<file path="config.mk">
export PLATFORM = sky130hd
export DESIGN_NAME = tsr_packer
export DESIGN_NICKNAME = d
export VERILOG_FILES = /design/src/hw/rtl/tsr_pkg.sv /design/src/hw/rtl/tsr_packer.sv
export SDC_FILE = /design/constraint.sdc
export NUM_CORES = 1
export LEC_CHECK = 0
export BUFFER_PORTS_ARGS = -buffer_cell sky130_fd_sc_hd__buf_2
export CAP_MARGIN = 20
export CORE_MARGIN = 1.5
export CORE_UTILIZATION = 40
export DETAILED_ROUTE_END_ITERATION = 8
export GPL_ROUTABILITY_DRIVEN = 0
export PLACE_DENSITY = 0.7
export SLEW_MARGIN = 10
export SYNTH_ARGS = -nofsm -noshare
export SYNTH_HDL_FRONTEND = slang
export SYNTH_SLANG_ARGS = --single-unit
export TNS_END_PERCENT = 100
</file>
<file path="constraint.sdc">
create_clock -name i_clk -period 3.7 [get_ports i_clk]
set_clock_uncertainty 0.05 [all_clocks]
set_input_delay 0.925 -clock i_clk [delete_from_list [all_inputs] [get_ports i_clk]]
set_output_delay 0.925 -clock i_clk [all_outputs]
set_load 0.05 [all_outputs]
</file>
<file path="src/hw/rtl/tsr_pkg.sv">
`timescale 1ns / 1ps

package tsr_pkg;

    localparam int CHARS_PER_ROW      = 64;
    localparam int CELL_HEIGHT        = 12;
    localparam int CELL_WIDTH         = 6;
    localparam int FONT_ROWS_PER_CODE = 16;
    localparam int TEXT_ROWS          = 16;

    localparam int VRAM_DEPTH = 1024;
    localparam int FONT_DEPTH = 2048;
    localparam int VRAM_AW    = $clog2(VRAM_DEPTH);
    localparam int FONT_AW    = $clog2(FONT_DEPTH);

    localparam int MAX_BYTES   = 48;
    localparam int RAW_BYTES   = (CHARS_PER_ROW * CELL_WIDTH) / 8;
    localparam int TOTAL_BYTES = (RAW_BYTES > MAX_BYTES) ? MAX_BYTES : RAW_BYTES;
    localparam int SCREEN_LINES = TEXT_ROWS * CELL_HEIGHT;

    localparam int COL_W   = $clog2(CHARS_PER_ROW + 1);
    localparam int TROW_W  = $clog2(TEXT_ROWS + 1);
    localparam int ROW_W   = $clog2(FONT_ROWS_PER_CODE);
    localparam int CNT_W   = 6;
    localparam int NBITS_W = 4;
    localparam int CMP_W   = 10;

    localparam int DIV_SH    = 16;
    localparam int DIV_RECIP = ((2 ** DIV_SH) + CELL_HEIGHT - 1) / CELL_HEIGHT;
    localparam int PROD_W    = 8 + $clog2(DIV_RECIP + 1);

    localparam logic [7:0] GFX_MASK  = 8'h80;
    localparam logic [7:0] GFX_LEFT  = 8'he0;
    localparam logic [7:0] GFX_RIGHT = 8'h1c;

    typedef enum logic [1:0] {
        REQ_VRAM_WR = 2'd0,
        REQ_FONT_WR = 2'd1,
        REQ_RENDER  = 2'd2,
        REQ_NONE    = 2'd3
    } t_req;

    typedef enum logic [1:0] {
        ST_IDLE,
        ST_DIV,
        ST_REM,
        ST_RUN
    } t_state;

    typedef struct packed {
        logic            strobe;
        logic [7:0]      pixels;
        logic [CNT_W-1:0] byte_index;
        logic            last;
    } t_px_res;

endpackage

</file>
<file path="src/hw/rtl/tsr_packer.sv">
`timescale 1ns / 1ps

module tsr_packer (
    input  logic                            i_clk,
    input  logic                            i_rst_n,
    input  logic                            i_clr,
    input  logic                            i_valid,
    input  logic [tsr_pkg::CELL_WIDTH-1:0] i_bits,
    output logic                            o_full,
    output tsr_pkg::t_px_res                o_res
);

    import tsr_pkg::*;

    localparam int CAT_W = CELL_WIDTH + 7;

    logic [6:0]         r_acc, n_acc;
    logic [NBITS_W-1:0] r_nbits, n_nbits;
    logic [CNT_W-1:0]   r_count, n_count;
    t_px_res            r_res, n_res;

    logic [CAT_W-1:0]   cat;
    logic [NBITS_W-1:0] sum;
    logic [NBITS_W-1:0] rem;
    logic [CAT_W-1:0]   keep_mask;
    logic               full;

    assign full = (r_count == CNT_W'(TOTAL_BYTES));

    always_comb begin
        cat       = {r_acc, i_bits};
        sum       = r_nbits + NBITS_W'(CELL_WIDTH);
        rem       = sum - NBITS_W'(8);
        keep_mask = (CAT_W'(1) << rem) - CAT_W'(1);
        n_acc     = r_acc;
        n_nbits   = r_nbits;
        n_count   = r_count;
        n_res     = '0;
        n_res.pixels     = r_res.pixels;
        n_res.byte_index = r_res.byte_index;
        n_res.last       = r_res.last;
        if (i_clr) begin
            n_acc   = '0;
            n_nbits = '0;
            n_count = '0;
        end else if (i_valid && !full) begin
            if (sum >= NBITS_W'(8)) begin
                n_res.strobe     = 1'b1;
                n_res.pixels     = 8'(cat >> rem);
                n_res.byte_index = r_count;
                n_res.last       = (r_count == CNT_W'(TOTAL_BYTES - 1));
                n_acc            = 7'(cat & keep_mask);
                n_nbits          = rem;
                n_count          = r_count + CNT_W'(1);
            end else begin
                n_acc   = 7'(cat);
                n_nbits = sum;
            end
        end
    end

    always_ff @(posedge i_clk) begin
        r_acc            <= n_acc;
        r_res.pixels     <= n_res.pixels;
        r_res.byte_index <= n_res.byte_index;
        r_res.last       <= n_res.last;
        if (!i_rst_n) begin
            r_nbits    <= '0;
            r_count    <= '0;
            r_res.strobe <= 1'b0;
        end else begin
            r_nbits    <= n_nbits;
            r_count    <= n_count;
            r_res.strobe <= n_res.strobe;
        end
    end

    assign o_full = full;
    assign o_res  = r_res;

endmodule

</file>
==> results of run 1 <==
==> cell usage after synthesis (2+ instances only) <==
library cell,number,area share [%]
nand2_1,21,4.5
dfxtp_1,17,19
edfxtp_1,15,26
mux2i_1,13,7.4
inv_1,9,1.9
ha_1,8,5.7
o211ai_1,8,3.4
nand3_1,7,2.0
buf_2,6,1.7
a21oi_1,5,1.4
a211oi_1,4,1.7
mux4_2,4,5.2
nor2_1,4,0.86
nor3_1,4,1.1
or4_1,4,1.7
nor2b_1,3,1.1
o31ai_1,3,1.3
a21o_1,2,0.86
clkbuf_1,2,0.43
mux2_2,2,1.3
nor3b_1,2,0.86
o21ai_0,2,0.57
==> per-stage QoR <==
step	utilization (%)	hold WS, ns	power, uW	worst slack, ns	area, sq um
floorplan	-	0.353	478	0.870	1750
global placement	46.5	0.437	499	1.27	1900
detailed placement	46.5	0.450	500	1.18	1900
CTS	48.8	0.460	771	1.09	1990
global route	48.8	0.489	796	0.958	1990
finish	48.8	0.452	763	1.05	1990
==> final cells by class <==
| type | count | area, sq um | area share [%] |
|---|---|---|---|
| clock buffers | 6 | 82.6 | 4.14 |
| clock inverters | 2 | 10.0 | 0.502 |
| inverters | 9 | 33.8 | 1.69 |
| multi-input cells | 112 | 870 | 43.6 |
| flip-flops and latches | 32 | 791 | 39.6 |
| well taps | 50 | 62.6 | 3.14 |
| repair buffers | 28 | 145 | 7.28 |
==> worst min-delay path: stages (launching register included) <==
cell	delay (ns)
dfxtp_1	0.34
nand2_1	0.06
mux2i_1	0.05
==> cells by family after synthesis <==
| family | Yosys count | synth area share, % |
|---|---|---|
| buffers and inverters | 19 | 4.94 |
| muxes | 19 | 13.9 |
| adders and majority gates | 8 | 5.73 |
| and+or+nand+nor | 50 | 14.3 |
| DFF | 32 | 45.3 |
| xor gates and xnor gates | 3 | 2.36 |
| AOI/OAI and AO/OA | 32 | 13.5 |
==> power groups by stage <==
stage                     Sequential, uW  Clock, uW  Combinational (uW)
after CTS                            388        279                 105
after floorplan                      406          0                71.6
final                                388        271                 105
after detailed placement             395          0                 104
after global placement               395          0                 103
after global routing                 389        292                 115
==> worst paths after layout <==
| check | from | endpoint | slack (ns) | depth (start not counted) |
|---|---|---|---|---|
| max reg2reg | r_nbits[1] | o_res[7] | 1.19 | 6 |
| min reg2reg | r_acc[1] | r_acc[1] | 0.45 | 2 |
| min | r_acc[1] | r_acc[1] | 0.45 | 2 |
| max | r_count[0] | o_full | 1.05 | 5 |
==> registers in the layout, summed over array words and instances, names as in the netlist <==
| signal | count |
|---|---|
| r_count | 6 |
| r_acc | 7 |
| o_res | 16 |
| r_nbits | 3 |
==> metal layers <==
layer | global-route usage (%) | vias up | wire length (um)
met1 | 19.1 | 607 | 1550
met3 | 4.09 | 6 | 129
met2 | 23.3 | 30 | 1580
met5 | 0 | - | 0
li1 | - | 654 | -
met4 | 6.10 | 0 | 57
==> metrics, run 1 <==
antenna cells 0; Vias roughly 1,300; Routed WL 3.32 mm; total gr overflow 0; final hold violation count 0; worst-path fanout max 5; count of cell types in the netlist 40; Most used DFF post-synth dfxtp_1; Tightest Pin Transition about 0.94 ns; clock root cell clkbuf_8; Gate power share 13.7%; Starting DRT DRC Count 104; register area share after synthesis 45.3%; TritonCTS buffer count 5; worst path required time 2.72 ns; Synth Area per Inst 10.7 sq um; CP startpoint kind register; final non-filler cell total 239; postcts setup bufs 0; first-pass GRT wire length 5.66 mm; Worst-path clk slew 0.07 ns; crit-path cells inv_1 -> ha_1 -> nand4b_1 -> nor2_1 -> buf_2; CTS tree built; Async SR Flop Fraction 0%; PD cells between 300 and 400 mW/mm^2; IO Port Bufs 26; P&R area growth vs syn 14.2%; Initial Util 42.7%; post-cts resize count 0; drt drc 0; Max Buffers Root-to-Sink 2; Core Area 0.00409 sq mm; CTS sink cnt 32; Total Neg Setup Slack 0 ns; Slew HR 37.3%; YS warnings 0; Cell Count Post-Placement 231; vias per cell about 5.4; Synth Register Bits 32; f_max 0.378 GHz; sequential power share roughly half; delay-heaviest family, CP simple AND/OR/NAND/NOR gates; # rows 23; Worst VDD drop 0.139 mV; P_leak a little under 0.0008 uW; layout net count 206; Tcrit/Tclk final a little under three quarters; commonest cells after routing, fill and taps aside 26 x buf_2, 21 x nand2_1, 17 x dfxtp_1; Wirelength per Cell 13.9 um; DPL Wire Length roughly 2.4 mm; crit path time final around 2.6 ns; result of the run completed; total track usage 14.8%; clock power share a little over a third; DRT Pass-1 Iters 4; antenna violations before repair 0; max-cap viol count 0; share of layout cells above drive strength 1 approximately 24%; CP max stage cell dfxtp_1; worst-skew pair later-pin latency 0.28 ns; Post-Syn Nets between 150 and 200; critical path class reg -> out; I/O pin total 27; CP Buf/Inv Count 2; Hold Crit Class reg -> reg; Vert. Die Dim between 60 and 70 um; die width 69.1 um; Post-Syn Instances between 150 and 200; commonest non-fill, non-tap cell in the layout buf_2; number of H-tree levels 2; fillers between 300 and 400; fin. max-slew vios 0; Die ar. 0.00477 sq mm; Switching Share between 20 and 30%; number of global-route vias before repair between 1,000 and 1,500; largest net degree at the start of global routing 25; mapped cell area 0.00175 sq mm; EDFF count, synth 15; internal power roughly 570 uW; crit path capture type output pin; P_sw ~200 uW; post-route antenna net violation count 0; Setup Viol. Count Final 0; RSZ-0062 raised after global routing no; Max stage delay on crit path between 0.3 and 0.4 ns; Post-CTS Hold Fix Bufs 0; CP arrival 1.67 ns
No activity file was read; power rests on OpenSTA's default activity.
==> run 2: changes to the inputs <==
ABC_AREA = 1   (was default)
clock period = 2.5 ns   (was 3.7 ns; I/O delays follow)
==> run 2 against run 1 <==
Sequential share of layout area rose by 1.1 points; highest routed layer unchanged; sequential power up 47%; via count is 11% higher; largest cell class is now flip-flops and latches; first-iteration DRC count fell by 5.8%; hold slack worse by 0.033 ns; worst setup slack got worse by 0.72 ns.
==> metrics, run 2 <==
Post-Syn Instances 208 (+28%); antenna cells 0 (unchanged); Routed WL 3.43 mm (+3.4%); Post-synth top cells 60 x nand2_1, 21 x inv_1, 19 x o21ai_0, 17 x a21oi_1, 17 x dfxtp_1; number of global-route vias before repair 1,228 (unchanged); commonest cells after routing, fill and taps aside 60 x nand2_1, 26 x buf_2, 21 x inv_1; Synth Register Bits 32 (unchanged); Post-CTS Hold Fix Bufs 0 (unchanged); YS warnings 0 (unchanged); DPL Wire Length 2.51 mm (+5.9%); die width 67.7 um (-2.0%); mapped cell area 0.00168 sq mm (-4.1%); worst-path fanout max 6 (+1); max-cap viol count 0 (unchanged); CTS tree built; drt drc 0 (unchanged); Setup Viol. Count Final 0 (unchanged); f_max 0.462 GHz; EDFF count, synth 15 (unchanged); Total Neg Setup Slack 0 ns (unchanged); top post-synthesis cells by area edfxtp_1 27%, dfxtp_1 20%, nand2_1 13%; # rows 23 (unchanged); Initial Util 41.9% (-0.86 points); commonest non-fill, non-tap cell in the layout nand2_1; Reg-to-Reg End o_res[9]; final hold violation count 0 (unchanged); number of H-tree levels 2 (unchanged); P_leak 0.000826 uW (+7.0%); flop2flop setup slack 0.60 ns (-0.59 ns); Tcrit/Tclk final 86.6%; Slew HR 67.4% (+30 points); post-layout util 48.5% (-0.29 points); depth of the worst register-to-register path 7 (+1); crit path time final 2.17 ns; Max Buffers Root-to-Sink 2 (unchanged); count of cell types in the netlist 26 (-35%); post-cts resize count 0 (unchanged); Starting DRT DRC Count 98 (-5.8%); clock root cell clkbuf_8; Core Area 0.00400 sq mm (-2.1%); result of the run completed; total gr overflow 0 (unchanged); post-synth top area share 26.9% (+1.1 points); Worst-path clk slew 0.07 ns (about the same); Vias 1,436 (+11%); Async SR Flop Fraction 0% (unchanged); I/O pin total 27 (unchanged); Hold Crit Class reg -> reg; share of layout cells above drive strength 1 19.2% (-5.1 points); postcts setup bufs 0 (unchanged); TritonCTS buffer count 5 (unchanged); Post-Syn Nets 226 (+25%); IO Port Bufs 26 (unchanged); crit path capture type output pin; RR Startpoint r_nbits[2]; PD cells 566 mW/mm^2 (+48%); CP max stage cell dfxtp_1; crit-path cells inv_1 -> ha_1 -> nand3_1 -> nor2_2 -> buf_2; Vert. Die Dim 67.7 um (-2.0%); total track usage 17.1% (+2.4 points); antenna violations before repair 0 (unchanged); critical path class reg -> out; Synth Area per Inst 8.05 sq um (-25%); largest net degree at the start of global routing 18 (-28%); vias per cell 4.97 (-8.4%); RSZ-0062 raised after global routing no; Die ar. 0.00459 sq mm (-3.9%); Most used DFF post-synth dfxtp_1; post-route antenna net violation count 0 (unchanged); CTS sink cnt 32 (unchanged); P&R area growth vs syn 15.8%; first-pass GRT wire length 5.64 mm (-0.35%); crit path to o_full; Wirelength per Cell 11.9 um (-15%); CP startpoint kind register; register area share after synthesis 47.2% (+1.9 points); fin. max-slew vios 0 (unchanged); most frequent cell after synthesis nand2_1; delay-heaviest family, CP buffers and inverters; CP Buf/Inv Count 2 (unchanged); area leader, netlist edfxtp_1; Tightest Pin Transition 0.488 ns (-0.452 ns); Max stage delay on crit path 0.37 ns (+0.02 ns); CP Depth 5 (unchanged); worst-skew pair later-pin latency 0.29 ns (about the same); worst path required time 1.82 ns (-0.90 ns); layout net count 256 (+24%); Worst VDD drop 0.222 mV (+60%); Setup crit start r_count[0]; DRT Pass-1 Iters 4 (unchanged); max reg flops 16 (unchanged); CP arrival 1.49 ns (-0.18 ns)
## run 2: cell types whose count changed after synthesis, moves of 4 or more
cell	previous run	this run
a21oi_1	5	17
mux2i_1	13	0
nand3_1	7	11
mux4_2	4	0
o211ai_1	8	2
or4_1	4	0
o21ai_0	2	19
inv_1	9	21
nand2_1	21	60
nor2_1	4	11
## run 2: worst min-delay path by stage
stage                     from          to  cells after the start
floorplan           r_nbits[3]  r_nbits[3]                      2
global placement    r_nbits[3]  r_nbits[3]                      2
detailed placement  r_nbits[3]  r_nbits[3]                      2
CTS                 r_nbits[3]  r_nbits[3]                      2
global route        r_nbits[3]  r_nbits[3]                      2
finish              r_nbits[3]  r_nbits[3]                      2
## run 2: layer usage
| layer | GRT usage, % | wire length (um) |
|---|---|---|
| met4 | 10.2 | 103 |
| met3 | 5.00 | 228 |
| met2 | 22.9 | 1480 |
| met1 | 24.0 | 1620 |
| met5 | 0 | 0 |
## run 2: per-stage QoR
stage	area, sq um	hold slack [ns]	total power (uW)	instances	worst slack [ns]
after floorplan	1680	0.387	692	208	0.0823
after global placement	1860	0.409	729	281	0.639
after detailed placement	1860	0.410	731	281	0.623
after CTS	1940	0.419	1110	289	0.326
after global routing	1940	0.449	1150	289	0.214
final	1940	0.419	1100	289	0.334
## run 2: tightest hold or removal path, stage by stage (launching register included)
cell and delay, ns:
dfxtp_1 0.31, inv_1 0.07, nor3_1 0.05
## run 2: kinds of logic (layout without fill, tap and decap cells)
family	Yosys count	in the layout	share of synthesized area, %
buffers and inverters	29	60	7.32
xor gates and xnor gates	4	4	2.09
DFF	32	32	47.2
and+or+nand+nor	93	93	24.1
adders and majority gates	8	8	5.97
AOI/OAI and AO/OA	42	42	13.3
## run 2: final cells by class
cell class,instances,area [sq um]
clock inverter,3,13.8
clock buffer,5,68.8
inverter,22,82.6
multi-input combinational,147,762
tap,50,62.6
fill,397,2060
sequential,32,791
timing repair buffer,30,160
## run 2: power by group
part	internal [uW]	switching [uW]	total [uW]	leakage [uW]
clock network	188	189	377	0.0000453
logic	45.8	103	149	0.000497
registers	563	8.77	572	0.000284
==> run 3: changes to the inputs <==
BUFFER_PORTS_ARGS = -buffer_cell sky130_fd_sc_hd__clkbuf_2   (was -buffer_cell sky130_fd_sc_hd__buf_2)
==> run 3 against run 2 <==
Sequential power about the same; design area up 1.5%; worst setup slack worse by 0.020 ns; critical endpoint unchanged; highest routed layer unchanged.
==> metrics, run 3 (synthesis gave the netlist of run 2 again) <==
result of the run completed; total gr overflow 0 (unchanged); final hold violation count 0 (unchanged); fin. max-slew vios 0 (unchanged); flop2flop setup slack 0.57 ns (-0.03 ns); critical path class reg -> out; antenna violations before repair 0 (unchanged); Die ar. 0.00459 sq mm (unchanged); clock root cell clkbuf_8; Starting DRT DRC Count 105 (+7.1%); commonest cells after routing, fill and taps aside 60 x nand2_1, 26 x clkbuf_2, 21 x inv_1; # rows 23 (unchanged); post-route antenna net violation count 0 (unchanged); drt drc 0 (unchanged); worst-path fanout max 6 (unchanged); PD cells 619 mW/mm^2 (+9.3%); P_sw 316 uW (+4.9%); Hold Crit Class reg -> reg; P&R area growth vs syn 17.6%; largest net degree at the start of global routing 18 (unchanged); max reg flops 16 (unchanged); fillers 398 (+0.25%); die width 67.7 um (unchanged); layout net count 256 (unchanged); commonest non-fill, non-tap cell in the layout nand2_1; total track usage 17.2% (+0.041 points); Max stage delay on crit path 0.37 ns (about the same); vias per cell 4.96 (-0.28%); Total Neg Setup Slack 0 ns (unchanged); Routed WL 3.46 mm (+0.82%); post-cts resize count 0 (unchanged); number of global-route vias before repair 1,287 (+4.8%); worst path required time 1.82 ns (about the same); share of layout cells above drive strength 1 19.7% (+0.42 points); Max Buffers Root-to-Sink 2 (unchanged); Tightest Pin Transition 0.479 ns (-0.00946 ns); CP arrival 1.51 ns (+0.02 ns); Tcrit/Tclk final 87.4% (+0.79 points); sequential cell area 791 sq um (unchanged); number of H-tree levels 2 (unchanged); internal power 903 uW (+13%); IO Port Bufs 26 (unchanged); Slew HR 68.0% (+0.63 points); Post-CTS Hold Fix Bufs 0 (unchanged); CP max stage cell dfxtp_1; Gate power share 12.2% (-1.4 points); Worst-path clk slew 0.07 ns (about the same); CTS tree built; sequential power share 46.9% (-5.2 points); DRT Pass-1 Iters 4 (unchanged); I/O pin total 27 (unchanged); postcts setup bufs 0 (unchanged); Vias 1,432 (-0.28%); antenna cells 0 (unchanged); Setup Viol. Count Final 0 (unchanged); Tot Pwr 1220 uW (+11%); Core Area 0.00400 sq mm (unchanged); TritonCTS buffer count 5 (unchanged); Worst VDD drop 0.294 mV (+33%); CP Buf/Inv Count 2 (unchanged); P_leak 0.000835 uW (+1.1%); RSZ-0062 raised after global routing no; area of the multi-input gates 762 sq um (unchanged); Initial Util 41.9% (unchanged); f_max 0.458 GHz (-0.90%); clock power share 40.9% (+6.6 points); crit path time final 2.19 ns (+0.0196 ns); crit path capture type output pin; Wirelength per Cell 12.0 um (+0.82%); first-pass GRT wire length 5.82 mm (+3.0%); CTS sink cnt 32 (unchanged); worst-skew pair later-pin latency 0.30 ns (about the same); delay-heaviest family, CP buffers and inverters; CP startpoint kind register; DPL Wire Length 2.50 mm (-0.57%); Switching Share 25.9% (-1.5 points); max-cap viol count 0 (unchanged); crit-path cells inv_1 -> ha_1 -> nand3_1 -> nor2_2 -> clkbuf_2; Vert. Die Dim 67.7 um (unchanged)
run 3: power by group through the flow:
stage / Sequential, uW / Combinational [uW] / Clock (uW)
2_1_floorplan: 599 / 92.4 / 0
3_3_place_gp: 583 / 146 / 0
3_5_place_dp: 583 / 147 / 0
4_1_cts: 571 / 148 / 504
5_1_grt: 573 / 168 / 524
6_report: 572 / 149 / 498
run 3: routing by layer:
metal | global-route usage [%] | up-vias | part of all wire, %
met5 | 0 | - | 0
met2 | 25.9 | 50 | 46
li1 | - | 741 | -
met3 | 5.67 | 2 | 6.1
met4 | 8.16 | 0 | 0.92
met1 | 22.0 | 639 | 47
run 3: layout make-up:
cell class / instances / share of cell area (%)
repair buffers: 30 / 8.13
clock inverters: 3 / 2.16
inverters: 22 / 4.19
flip-flops and latches: 32 / 40.2
multi-input cells: 147 / 38.7
well taps: 50 / 3.18
clock buffers: 5 / 3.49
run 3: path summary, 6_finish.rpt:
kind	cells after the start	endpoint	from
max	5	o_full	r_count[0]
min	2	r_nbits[3]	r_nbits[3]
max reg2reg	13	r_acc[2]	r_nbits[1]
min reg2reg	2	r_nbits[3]	r_nbits[3]
run 3: tightest hold or removal path, delay by kind of cell, from the launching register on:
kind,cells,cell delay [ns]
buf+inv,1,0.07
flops,1,0.31
simple gates,1,0.05
run 3: stage by stage:
stage	setup WS [ns]	hold slack (ns)	utilization (%)	area [sq um]	cells
floorplan	0.0823	0.387	-	1680	208
global placement	0.638	0.409	46.4	1860	281
detailed placement	0.613	0.407	46.4	1860	281
CTS	0.323	0.419	49.2	1970	289
global route	0.203	0.441	49.2	1970	289
finish	0.314	0.418	49.2	1970	289
